File: config.mk
export PLATFORM = sky130hd
export DESIGN_NAME = rfb_front
export DESIGN_NICKNAME = d
export VERILOG_FILES = /design/src/rtl/rfb_pkg.sv /design/src/rtl/rfb_front.sv
export SDC_FILE = /design/constraint.sdc
export NUM_CORES = 1
export LEC_CHECK = 0
export ABC_CLOCK_PERIOD_IN_PS = 5800
export BUFFER_PORTS_ARGS = -buffer_cell sky130_fd_sc_hd__buf_2
export CAP_MARGIN = 5
export CORE_AREA = 2 2 47 49
export DETAILED_ROUTE_END_ITERATION = 12
export DIE_AREA = 0 0 49 51
export GPL_ROUTABILITY_DRIVEN = 0
export PLACE_DENSITY = 0.85
export SLEW_MARGIN = 20
export SYNTH_ARGS = -nofsm -noshare
export SYNTH_HDL_FRONTEND = slang
export SYNTH_SLANG_ARGS = --single-unit
File: constraint.sdc
create_clock -name vclk -period 5.8
set_clock_uncertainty 0.15 [all_clocks]
set_input_delay 1.74 -clock vclk [all_inputs]
set_output_delay 1.74 -clock vclk [all_outputs]
set_load 0.01 [all_outputs]
File: src/rtl/rfb_pkg.sv
// Shared constants, types and geometry helpers for the rotated frame reader.
// Used by every module of the block; depends on nothing.
package rfb_pkg;

   localparam int PANEL_WIDTH  = 800;
   localparam int PANEL_HEIGHT = 480;
   localparam int FB_STRIDE    = (PANEL_WIDTH + 7) / 8;
   localparam int FB_DEPTH     = FB_STRIDE * PANEL_HEIGHT;
   localparam int ADDR_W       = $clog2(FB_DEPTH);

   // Logical coordinates must hold either panel dimension and a full column byte index.
   localparam int MAX_DIM  = (PANEL_WIDTH > PANEL_HEIGHT) ? PANEL_WIDTH : PANEL_HEIGHT;
   localparam int DIM_W    = $clog2(MAX_DIM + 1);
   localparam int CW       = (DIM_W > 10) ? DIM_W : 10;

   // Aligned BMP row length in bytes for each logical width.
   localparam int ALIGN_PORTRAIT  = (((PANEL_HEIGHT + 7) / 8) + 3) / 4 * 4;
   localparam int ALIGN_LANDSCAPE = (((PANEL_WIDTH + 7) / 8) + 3) / 4 * 4;

   localparam logic [7:0] WHITE_BYTE = 8'hFF;

   localparam logic KIND_WRITE = 1'b0;
   localparam logic KIND_READ  = 1'b1;

   localparam logic [1:0] ORIENT_PORTRAIT     = 2'd0;
   localparam logic [1:0] ORIENT_LANDSCAPE_CW = 2'd1;
   localparam logic [1:0] ORIENT_PORTRAIT_INV = 2'd2;
   localparam logic [1:0] ORIENT_LANDSCAPE    = 2'd3;
   localparam logic [1:0] ORIENT_RESET        = ORIENT_LANDSCAPE;

   typedef struct packed {
      logic              kind;
      logic [ADDR_W-1:0] addr;
      logic [7:0]        data;
      logic              wr_ok;
      logic              oor;
      logic [CW-1:0]     y;
      logic [6:0]        col_byte;
      logic [1:0]        orient;
   } entry_type;

   // Logical width of the image under an orientation.
   function automatic logic [CW-1:0] logical_width(input logic [1:0] orient);
      logical_width = orient[0] ? CW'(PANEL_WIDTH) : CW'(PANEL_HEIGHT);
   endfunction

   function automatic logic [CW-1:0] logical_height(input logic [1:0] orient);
      logical_height = orient[0] ? CW'(PANEL_HEIGHT) : CW'(PANEL_WIDTH);
   endfunction

endpackage

File: src/rtl/rfb_front.sv
// Front end: accepts stream items, range-checks requests and builds queue entries.
// Depends on rfb_pkg.
module rfb_front (
   input  logic                 req_tvalid,
   output logic                 req_tready,
   input  logic [47:0]          req_tdata,
   input  logic                 req_tuser,
   input  logic [1:0]           orient,
   input  logic                 q_full,
   output logic                 q_push,
   output rfb_pkg::entry_type   q_entry
);

   logic [15:0]             frame_addr;
   logic [7:0]              frame_byte;
   logic [9:0]              bmp_row;
   logic [6:0]              bmp_col_byte;
   logic [rfb_pkg::CW-1:0]  height;
   logic [rfb_pkg::CW-1:0]  align_len;

   assign frame_addr   = req_tdata[15:0];
   assign frame_byte   = req_tdata[23:16];
   assign bmp_row      = req_tdata[33:24];
   assign bmp_col_byte = req_tdata[40:34];

   assign req_tready = !q_full;
   assign q_push     = req_tvalid && !q_full;

   assign height    = rfb_pkg::logical_height(orient);
   assign align_len = orient[0] ? rfb_pkg::CW'(rfb_pkg::ALIGN_LANDSCAPE)
                                : rfb_pkg::CW'(rfb_pkg::ALIGN_PORTRAIT);

   always_comb begin
      q_entry          = '0;
      q_entry.kind     = req_tuser;
      q_entry.addr     = rfb_pkg::ADDR_W'(frame_addr);
      q_entry.data     = frame_byte;
      q_entry.wr_ok    = 32'(frame_addr) < 32'(rfb_pkg::FB_DEPTH);
      q_entry.oor      = (32'(bmp_row) >= 32'(height)) || (32'(bmp_col_byte) >= 32'(align_len));
      // BMP rows run bottom-up
      q_entry.y        = rfb_pkg::CW'(height - rfb_pkg::CW'(1) - rfb_pkg::CW'(bmp_row));
      q_entry.col_byte = bmp_col_byte;
      q_entry.orient   = orient;
   end

endmodule

== Yosys cells after proc, flatten, opt, wreduce, memory -nomap -nowiden ==
Index checks and enable logic that the tools add are counted.
W data, S select, Z words.
Word-level totals
  register bits: 0
Cells by class
  mux-type cells: 2
  reduce and logical (&&, ||, !) cells: 3
  magnitude comparators: 3
  add/subtract/negate cells: 2
Operators with widths (count)
  $lt A16 B16 Y1 const B: 1
  $ge A10 B10 Y1: 1
  $mux W10: 1
  $sub A10 B1 Y10 const B: 1
  $sub A10 B10 Y10: 1
  $ge A7 B7 Y1: 1
  $mux W7: 1
  $logic_and A1 B1 Y1: 1
  $logic_not A1 Y1: 1
  $logic_or A1 B1 Y1: 1

== Depth between registers and ports, before layout ==
  word-level depth: 3
  depth in mapped cells: 5
  depth with buffers taken out: 5

== Least setup slack after synthesis ==
OpenSTA, ideal clock, no wires.
  kind: input port to output port
  start: input orient[0]
  end: output q_entry[18] in the netlist's numbering
  stages on the path: 5
  arrival time: 2632 ps
  slack: 1278 ps
  cells stage by stage: inv_1 > fa_1 > nor2b_4 > nor3b_2 > xnor2_1
RTL lines
  from (decl): line rfb_front.sv:8  | input logic [1:0] orient,
  to (decl): line rfb_front.sv:11  | output rfb_pkg::entry_type q_entry

==> impl_results.md <==
- Crit-path slowest cell: fa_1
- Crit path kind: in -> out
- Unrepaired setup endpoints after global routing: no
- Met1 GRT Util: between 8 and 9%
- VDD IR-drop max: roughly 0.022 mV
- Setup violations, final: 0
- Most common cell after layout, fill and taps aside: buf_2
- Tmin final: 4.802 ns
- Initial DRC Count: 1
- Vias: 508
- Post-Layout Cell Count: 123
- Die area: 2499 sq um
- MaxCap Viol Count: 0
- Clkbuf count: 0
- Number of sequential cells: 0
- Syn Inst Count: 74
- Most frequent CP cell: buf_2
- Total GRT Usage: 9.119%
- Seq. cell area: 0 sq um
- Mapped Area: between 500 and 600 sq um
- Register area share after synthesis: 0%
- Detail Route Antenna Nets: 0
- Vias in the first global route: 449
- Most frequent cells in the layout: 56 x buf_2, 10 x inv_1, 8 x ha_1
- Crit path max fanout: 7
- Crit-path max cell delay: ~0.44 ns
- Initial antenna violation count: 0
- Die width: a little under 50 um
- First-pass DRT Iterations: 2
- Final Hold Viols: 0
- Critical path data arrival time: 2.91 ns
- Post-cts repair resize count: 0
- Actual slew at the worst max-slew pin: 0.2170 ns
- Global route overflow: 0
- Outcome: complete, no violations
- Ports: 101
- Max Fclk: around 210 MHz
- Residual DRC: 0
- Placed instance count: 123
- WL final: roughly 1200 um
- Number of inserted diodes: 0
- Post-CTS setup buffer count: 0
- Power per cell area: 85.90 nW/um^2
- CP cell instances: buf_2 > inv_1 > fa_1 > nor2b_4 > nor3b_2 > xnor2_1 > buf_2
- Number of fill cells: 245
- Hold crit path type: in -> out
- Critical path startpoint category: input pin
- Crit path capture type: primary output
- Routed length per instance: 9.911 um
- Gr busiest metal: met2
- Synth Warn #: 0
- Die Height: ~50 um
- Multi-input combinational cell area: 259.0 sq um
- Detail Placement HPWL: approximately 1100 um
- GR Layer Usage met3: 3.216%
- Pleak: around 0.4 nW
- First-pass GRT wire length: 1897 um
- Tcrit/Tclk final: 82.80%
- Hold Slack: 3.330 ns
- Nets: 159
- Layout cells sized above 1: 61.05%
- Post-Syn Nets: approximately 140
- Met2 usage: about 18%
- Largest net degree at the start of global routing: 8
- Starting density of the core: roughly 27%
- Vias per Instance: 4.130
- Mapped Avg Cell Area: 7.558 sq um
- Row cnt: 17
- Final Total Pwr: 0.05255 mW
- Pins Over Slew Limit: 0
- Netlist cell types: 20
- Core Region: ~2100 sq um
- Slew margin rel.: 85.45%
- Area delta synth->final: 9.396%
- Worst path required time: approximately 3.9 ns
- Final TNS setup: 0 ns
- Hold buffers post-CTS: 0
- Port buffer count: 56
## per-stage QoR
stage                     setup slack (ns)  instance area (sq um)  util (%)
after floorplan                      1.278                  559.3         -
after global placement              0.9700                  611.8     29.65
after detailed placement            0.9581                  611.8     29.65
after CTS                           0.9588                  611.8     29.65
after global routing                0.8935                  611.8     29.65
final                               0.9977                  611.8     29.65
## layer usage
metal	share of wire, %	routed length (um)	vias up
met5	0	0	-
met4	0.16	2	0
met1	36	433	207
met2	46	560	56
li1	-	-	243
met3	18	222	2
## synth_stat cells
cell      number  area share [%]
buf_4         35              47
inv_1         10             6.7
ha_1           8              18
a21oi_1        2             1.8
nand2_1        2             1.3
nor2_1         2             1.3
xnor2_1        2             3.1
a211oi_1       1             1.3
a21o_1         1             1.3
a31oi_1        1             1.1
fa_1           1             3.6
nand3_1        1            0.89
nand3b_1       1             1.3
nor2b_1        1             1.1
nor2b_4        1             2.5
nor3b_2        1             2.2
o211ai_1       1             1.3
o21ai_1        1            0.89
o221ai_1       1             1.6
xor2_1         1             1.6
## cell type report
cell class,instances,share of cell area [%]
inverters,10,6.135
multi-input cells,29,42.33
well taps,28,5.726
repair buffers,56,45.81
## worst max-delay path, delay by kind of cell
kind	cells	cell delay [ns]
xor+xnor	1	0.13
fa+ha+maj	1	0.44
buf+inv	3	0.42
simple gates	2	0.18
## worst paths after layout
kind           from          end  slack [ns]  depth (start not counted)
max       orient[0]  q_entry[18]         1.0                          7
min   req_tdata[17]  q_entry[22]        3.33                          0
## cells by family after synthesis
family,share of synthesized area (%)
buffers and inverters,53.69
AND/OR/NAND/NOR,10.74
AO/OA/AOI/OAI,9.398
XOR/XNOR,4.699
adder cells (fa/ha/maj),21.48
## report_power, final
part	internal, mW	switching (mW)	total, mW	leakage [nW]
sequential	0	0	0	0
combinational	0.0260	0.0265	0.0526	0.395
clock	0	0	0	0
total	0.0260	0.0265	0.0526	0.395
No activity file was read; power rests on OpenSTA's default activity.
