$ cat src/rtl/rfb_pkg.sv
// Shared constants, types and geometry helpers for the rotated frame reader.
// Used by every module of the block; depends on nothing.
package rfb_pkg;

   localparam int PANEL_WIDTH  = 800;
   localparam int PANEL_HEIGHT = 480;
   localparam int FB_STRIDE    = (PANEL_WIDTH + 7) / 8;
   localparam int FB_DEPTH     = FB_STRIDE * PANEL_HEIGHT;
   localparam int ADDR_W       = $clog2(FB_DEPTH);

   // Logical coordinates must hold either panel dimension and a full column byte index.
   localparam int MAX_DIM  = (PANEL_WIDTH > PANEL_HEIGHT) ? PANEL_WIDTH : PANEL_HEIGHT;
   localparam int DIM_W    = $clog2(MAX_DIM + 1);
   localparam int CW       = (DIM_W > 10) ? DIM_W : 10;

   // Aligned BMP row length in bytes for each logical width.
   localparam int ALIGN_PORTRAIT  = (((PANEL_HEIGHT + 7) / 8) + 3) / 4 * 4;
   localparam int ALIGN_LANDSCAPE = (((PANEL_WIDTH + 7) / 8) + 3) / 4 * 4;

   localparam logic [7:0] WHITE_BYTE = 8'hFF;

   localparam logic KIND_WRITE = 1'b0;
   localparam logic KIND_READ  = 1'b1;

   localparam logic [1:0] ORIENT_PORTRAIT     = 2'd0;
   localparam logic [1:0] ORIENT_LANDSCAPE_CW = 2'd1;
   localparam logic [1:0] ORIENT_PORTRAIT_INV = 2'd2;
   localparam logic [1:0] ORIENT_LANDSCAPE    = 2'd3;
   localparam logic [1:0] ORIENT_RESET        = ORIENT_LANDSCAPE;

   typedef struct packed {
      logic              kind;
      logic [ADDR_W-1:0] addr;
      logic [7:0]        data;
      logic              wr_ok;
      logic              oor;
      logic [CW-1:0]     y;
      logic [6:0]        col_byte;
      logic [1:0]        orient;
   } entry_type;

   // Logical width of the image under an orientation.
   function automatic logic [CW-1:0] logical_width(input logic [1:0] orient);
      logical_width = orient[0] ? CW'(PANEL_WIDTH) : CW'(PANEL_HEIGHT);
   endfunction

   function automatic logic [CW-1:0] logical_height(input logic [1:0] orient);
      logical_height = orient[0] ? CW'(PANEL_HEIGHT) : CW'(PANEL_WIDTH);
   endfunction

endpackage

$ cat src/rtl/rfb_queue.sv
// Two-entry queue between the front end and the back end.
// Depends on rfb_pkg for the entry type.
module rfb_queue (
   input  logic                 clock,
   input  logic                 reset,
   input  logic                 push,
   input  rfb_pkg::entry_type   push_entry,
   output logic                 full,
   input  logic                 pop,
   output logic                 head_valid,
   output rfb_pkg::entry_type   head_entry
);

   rfb_pkg::entry_type slot_ff [2];
   logic       wr_ptr_ff, wr_ptr_in;
   logic       rd_ptr_ff, rd_ptr_in;
   logic [1:0] count_ff, count_in;

   assign full       = count_ff == 2'd2;
   assign head_valid = count_ff != 2'd0;
   assign head_entry = slot_ff[rd_ptr_ff];

   always_comb begin
      wr_ptr_in = push ? !wr_ptr_ff : wr_ptr_ff;
      rd_ptr_in = pop  ? !rd_ptr_ff : rd_ptr_ff;
      count_in  = count_ff + 2'(push) - 2'(pop);
   end

   always_ff @(posedge clock) begin
      if (reset) begin
         wr_ptr_ff <= 1'b0;
         rd_ptr_ff <= 1'b0;
         count_ff  <= 2'd0;
      end else begin
         wr_ptr_ff <= wr_ptr_in;
         rd_ptr_ff <= rd_ptr_in;
         count_ff  <= count_in;
      end
   end

   always_ff @(posedge clock) begin
      if (push) begin
         slot_ff[wr_ptr_ff] <= push_entry;
      end
   end

   a_no_overflow: assert property (@(posedge clock) disable iff (reset)
      !(push && full && !pop)) else $error("queue overflow");
   a_no_underflow: assert property (@(posedge clock) disable iff (reset)
      pop |-> head_valid) else $error("queue underflow");
   a_count_bound: assert property (@(posedge clock) disable iff (reset)
      count_ff != 2'd3) else $error("queue count out of range");

endmodule

$ cat config.mk
export PLATFORM = sky130hd
export DESIGN_NAME = rfb_queue
export DESIGN_NICKNAME = d
export VERILOG_FILES = /design/src/rtl/rfb_pkg.sv /design/src/rtl/rfb_queue.sv
export SDC_FILE = /design/constraint.sdc
export NUM_CORES = 1
export LEC_CHECK = 0
export BUFFER_PORTS_ARGS = -buffer_cell sky130_fd_sc_hd__buf_2
export CORE_ASPECT_RATIO = 0.5
export CORE_MARGIN = 2
export CORE_UTILIZATION = 50
export CTS_CLUSTER_DIAMETER = 60
export DETAILED_ROUTE_END_ITERATION = 6
export MAX_ROUTING_LAYER = met4
export PLACE_DENSITY = 0.86
export SETUP_SLACK_MARGIN = 0.3
export SYNTH_ARGS = -nofsm -noshare
export SYNTH_HDL_FRONTEND = slang
export SYNTH_SLANG_ARGS = --single-unit
$ cat constraint.sdc
create_clock -name clock -period 4.8 [get_ports clock]
set_input_delay 1.44 -clock clock [delete_from_list [all_inputs] [get_ports clock]]
set_output_delay 1.44 -clock clock [all_outputs]
set_load 0.05 [all_outputs]
# Yosys cells after proc, flatten, opt, wreduce, memory -nomap -nowiden
# Memory sizes are Yosys's and may differ from the RTL's. A register that Yosys moved wholly into a read port is not among the register bits.
# Index checks and enable logic that the tools add are counted.
# Widths: inputs -> output; s select.
[totals] regBits=4 ramBits=92 in_bits=50 out_inout_bits=48 wordCells=14 memories=1
[op_classes] addsub=2 n_eq_ne=1 mux=4 n_reduce_logical=3
[mem_list] memory="slot_ff" depth=2 word_bits=46 rd=1 rd_clocked_by_memory_dff=1 wr=1 line_no="rfb_queue.sv:14" text="rfb_pkg::entry_type slot_ff [2];"
[op_table] op="$mux 1" n=4
[op_table] op="$add 2x1->2" n=1
[op_table] op="$eq 2x2->1 const B" n=1
[op_table] op="$logic_not 1->1" n=2
[op_table] op="$reduce_bool 2->1" n=1
[op_table] op="$sub 2x1->2" n=1

# Longest topological paths before layout
[logic_depth] ltp_word=3 depth_mapped=6 mapped_depth_nobuf=6

# Worst setup path after synthesis
# OpenSTA, ideal clock, no wires.
[synth_path] kind="input -> register" from="input port push" to="memory slot_ff[0][0] (netlist name), enable pin" setup_ns=0.455 arrival_time_ns=3.486 required_time_ns=4.345 slack_ns=0.859 path_stages=1 cell_sequence="nor2b_1"
[synth_via] elab_chain_cells=2
[synth_rtl] item="start: declaration" line_no="rfb_queue.sv:6" text="input logic push,"
[synth_rtl] item="$mux 1" line_no="rfb_queue.sv:42" text="if (push) begin"
[synth_rtl] item="$mux 1 (implied by the code)" line_no="rfb_queue.sv:43" text="slot_ff[wr_ptr_ff] <= push_entry;"
[synth_rtl] item="end: declaration" line_no="rfb_queue.sv:14"
# Every way passes these cells.

==> results.txt <==
leak pwr = 1.83 nW
maximum clock frequency = 278 MHz
post-route cell area = 0.00457 mm²
final wirelength = 6.07 mm
CTS Buf Count = 9
DR vias = 1790
critical path type = reg -> out
Die W = 126 µm
YS warnings = 0
worst setup margin = 1210 ps
post-place instance area = 0.00429 mm²
register bit total from synthesis = 97
Commonest cells post-synth = 92 x edfxtp_1, 40 x mux2_4, 6 x mux2_2
unrepaired setup endpoints after global routing = false
net switching power figure = 542 µW
initial antenna violation count = 0
DRC = 0
H-tree levels = 3
Iter 0 DRT Violations = 85
Fin Hold WS = 522 ps
Hold Crit Class = reg -> reg
DRT antenna net count = 0
maxcap violations = 0
Via density = 4.82
most common flop cell mapped by yosys = edfxtp_1
largest fanout on the critical path = 27
Final Critical Period = 3590 ps
worst slack, placed = 1560 ps
Synth Area per Inst = 22.8 µm²
Synth-to-Final Area Change = 22.1%
die area = 0.00823 mm²
Peak VDD IR = 242 µV
critical path startpoint category = register
Setup Skew = 6.23 ps
Clock power frac = 32.4%
post-CTS setup buffers = 0
I/O pins = 98
RD Place Congestion = 0.656
largest area contributor in the netlist = edfxtp_1
Yosys top cell area share = 73.8%
CTS Sinks = 97
IO buf count = 97
Core Region = 0.00729 mm²
Final Hold Fails = 0
routed len/inst = 16.4 µm
setup TNS = 0 ps
outcome = completed
CTS clock-pin slew for the worst setup and hold paths = 60 ps
layout cell share with drive strength beyond 1 = 58.9%
top cells by area, synth = edfxtp_1 74%, mux2_4 16%, dfxtp_1 2.7%, buf_12 2.1%, mux2_2 1.8%
first-pass GRT wire length = 9.26 mm
Synth Net Count = 216
clk root buf = clkbuf_16
CP arrival = 2150 ps
post-synthesis sequential area ratio = 76.5%
Initial Util = 51.3%
fin cells = 371
Sequential Power Share = 49.3%
row cnt = 22
Pint = 1.52 mW
Max clock buf depth = 2
count leader, synth = edfxtp_1
number of distinct library cells after synthesis = 14
Cell Pwr Density = 451 mW/mm²
TritonRoute pass-1 iters = 4
switching fraction of total power = 26.3%
Post-Syn Instances = 164
Rel. slew slack = 25.5%
pin count of the biggest net entering global routing = 47
Inst Count DP = 355
worst slew pin tran = 1120 ps
ant diodes = 0
All-Layer GR Usage = 15.7%
endpoints failing setup = 0
period utilization = 74.8%
# resized after CTS = 0
die height = 65.2 µm
global route overflow = 0
fin nets = 322
crit end category = output port
later-pin clock latency in the skew report = 330 ps
EDFF count, synth = 92
Post-CTS Hold Buffers = 0
Synth Cell Area = 0.00374 mm²
CP required = 3360 ps
CTS tree = yes
ys async rst share = 0%
Post-DP HPWL = 4.12 mm
Combinational Power Share = 18.3%
Final Max Tran Viols = 0
vias in the first global route = 1877
==> power groups by stage <==
stage	Clock (mW)	Combinational [mW]	Sequential (mW)
after detailed placement	0	0.380	1.03
after CTS	0.680	0.381	1.02
final	0.667	0.377	1.02
after global routing	0.711	0.396	1.02
after floorplan	0	0.320	1.02
after global placement	0	0.371	1.03
==> flip-flops by register name, indices dropped and copies added, names as in the netlist, named ones only <==
name       flops
rd_ptr_ff      1
wr_ptr_ff      1
slot_ff       92
count_ff       2
==> layout make-up <==
type	instances	area, µm²
inverter	2	7.51
clock buffer	12	236
tap	96	120
multi-input combinational	60	788
timing repair buffer	100	508
clock inverter	4	43.8
fill	503	2730
sequential	97	2860
==> kinds of logic after synthesis <==
group	share of synthesized area, %
DFF	76.5
muxes	17.9
adders and majority gates	0.669
xor gates and xnor gates	1.07
and+or+nand+nor	1.24
buffers and inverters	2.64
==> critical path, cell delays in order (launching register included) <==
cell and delay [ps]:
dfxtp_2 880, buf_4 370, mux2_2 360, buf_2 210
==> per-layer routing <==
layer  share of wire [%]  vias to the layer above  track usage [%]  wire length, µm
li1                    -                      846                -                -
met1                  38                      898             16.2             2290
met2                  58                       35             28.7             3490
met3                 3.0                       11             4.80              182
met4                 1.6                        0             6.46               99
met5                   0                        -                -                0
==> cells in the final DEF, fill, tap and decap left out, drive strengths merged <==
cell type  count
dfxtp          5
bufinv         1
and2           1
nor2b          3
or2            1
clkbuf        12
nor2           4
ha             2
mux2          46
xnor3          1
xnor2          2
buf          100
edfxtp        92
clkinv         3
inv            2
==> worst paths after layout <==
check	slack (ps)	from	to	depth (start not counted)
hold / removal	520	rd_ptr_ff	rd_ptr_ff	2
setup / recovery	1210	register	head_entry[2]	3
setup reg to reg	3070	wr_ptr_ff	slot_ff[1][17]	1
hold reg to reg	520	rd_ptr_ff	rd_ptr_ff	2
==> stage by stage <==
| stage | power [mW] | utilization (%) |
|---|---|---|
| after global placement | 1.40 | 58.8 |
| final | 2.06 | 62.6 |
| after detailed placement | 1.41 | 58.8 |
| after global routing | 2.13 | 62.6 |
| after CTS | 2.08 | 62.6 |
| after floorplan | 1.34 | - |
Note: power is estimated with default switching activity, not from simulation.
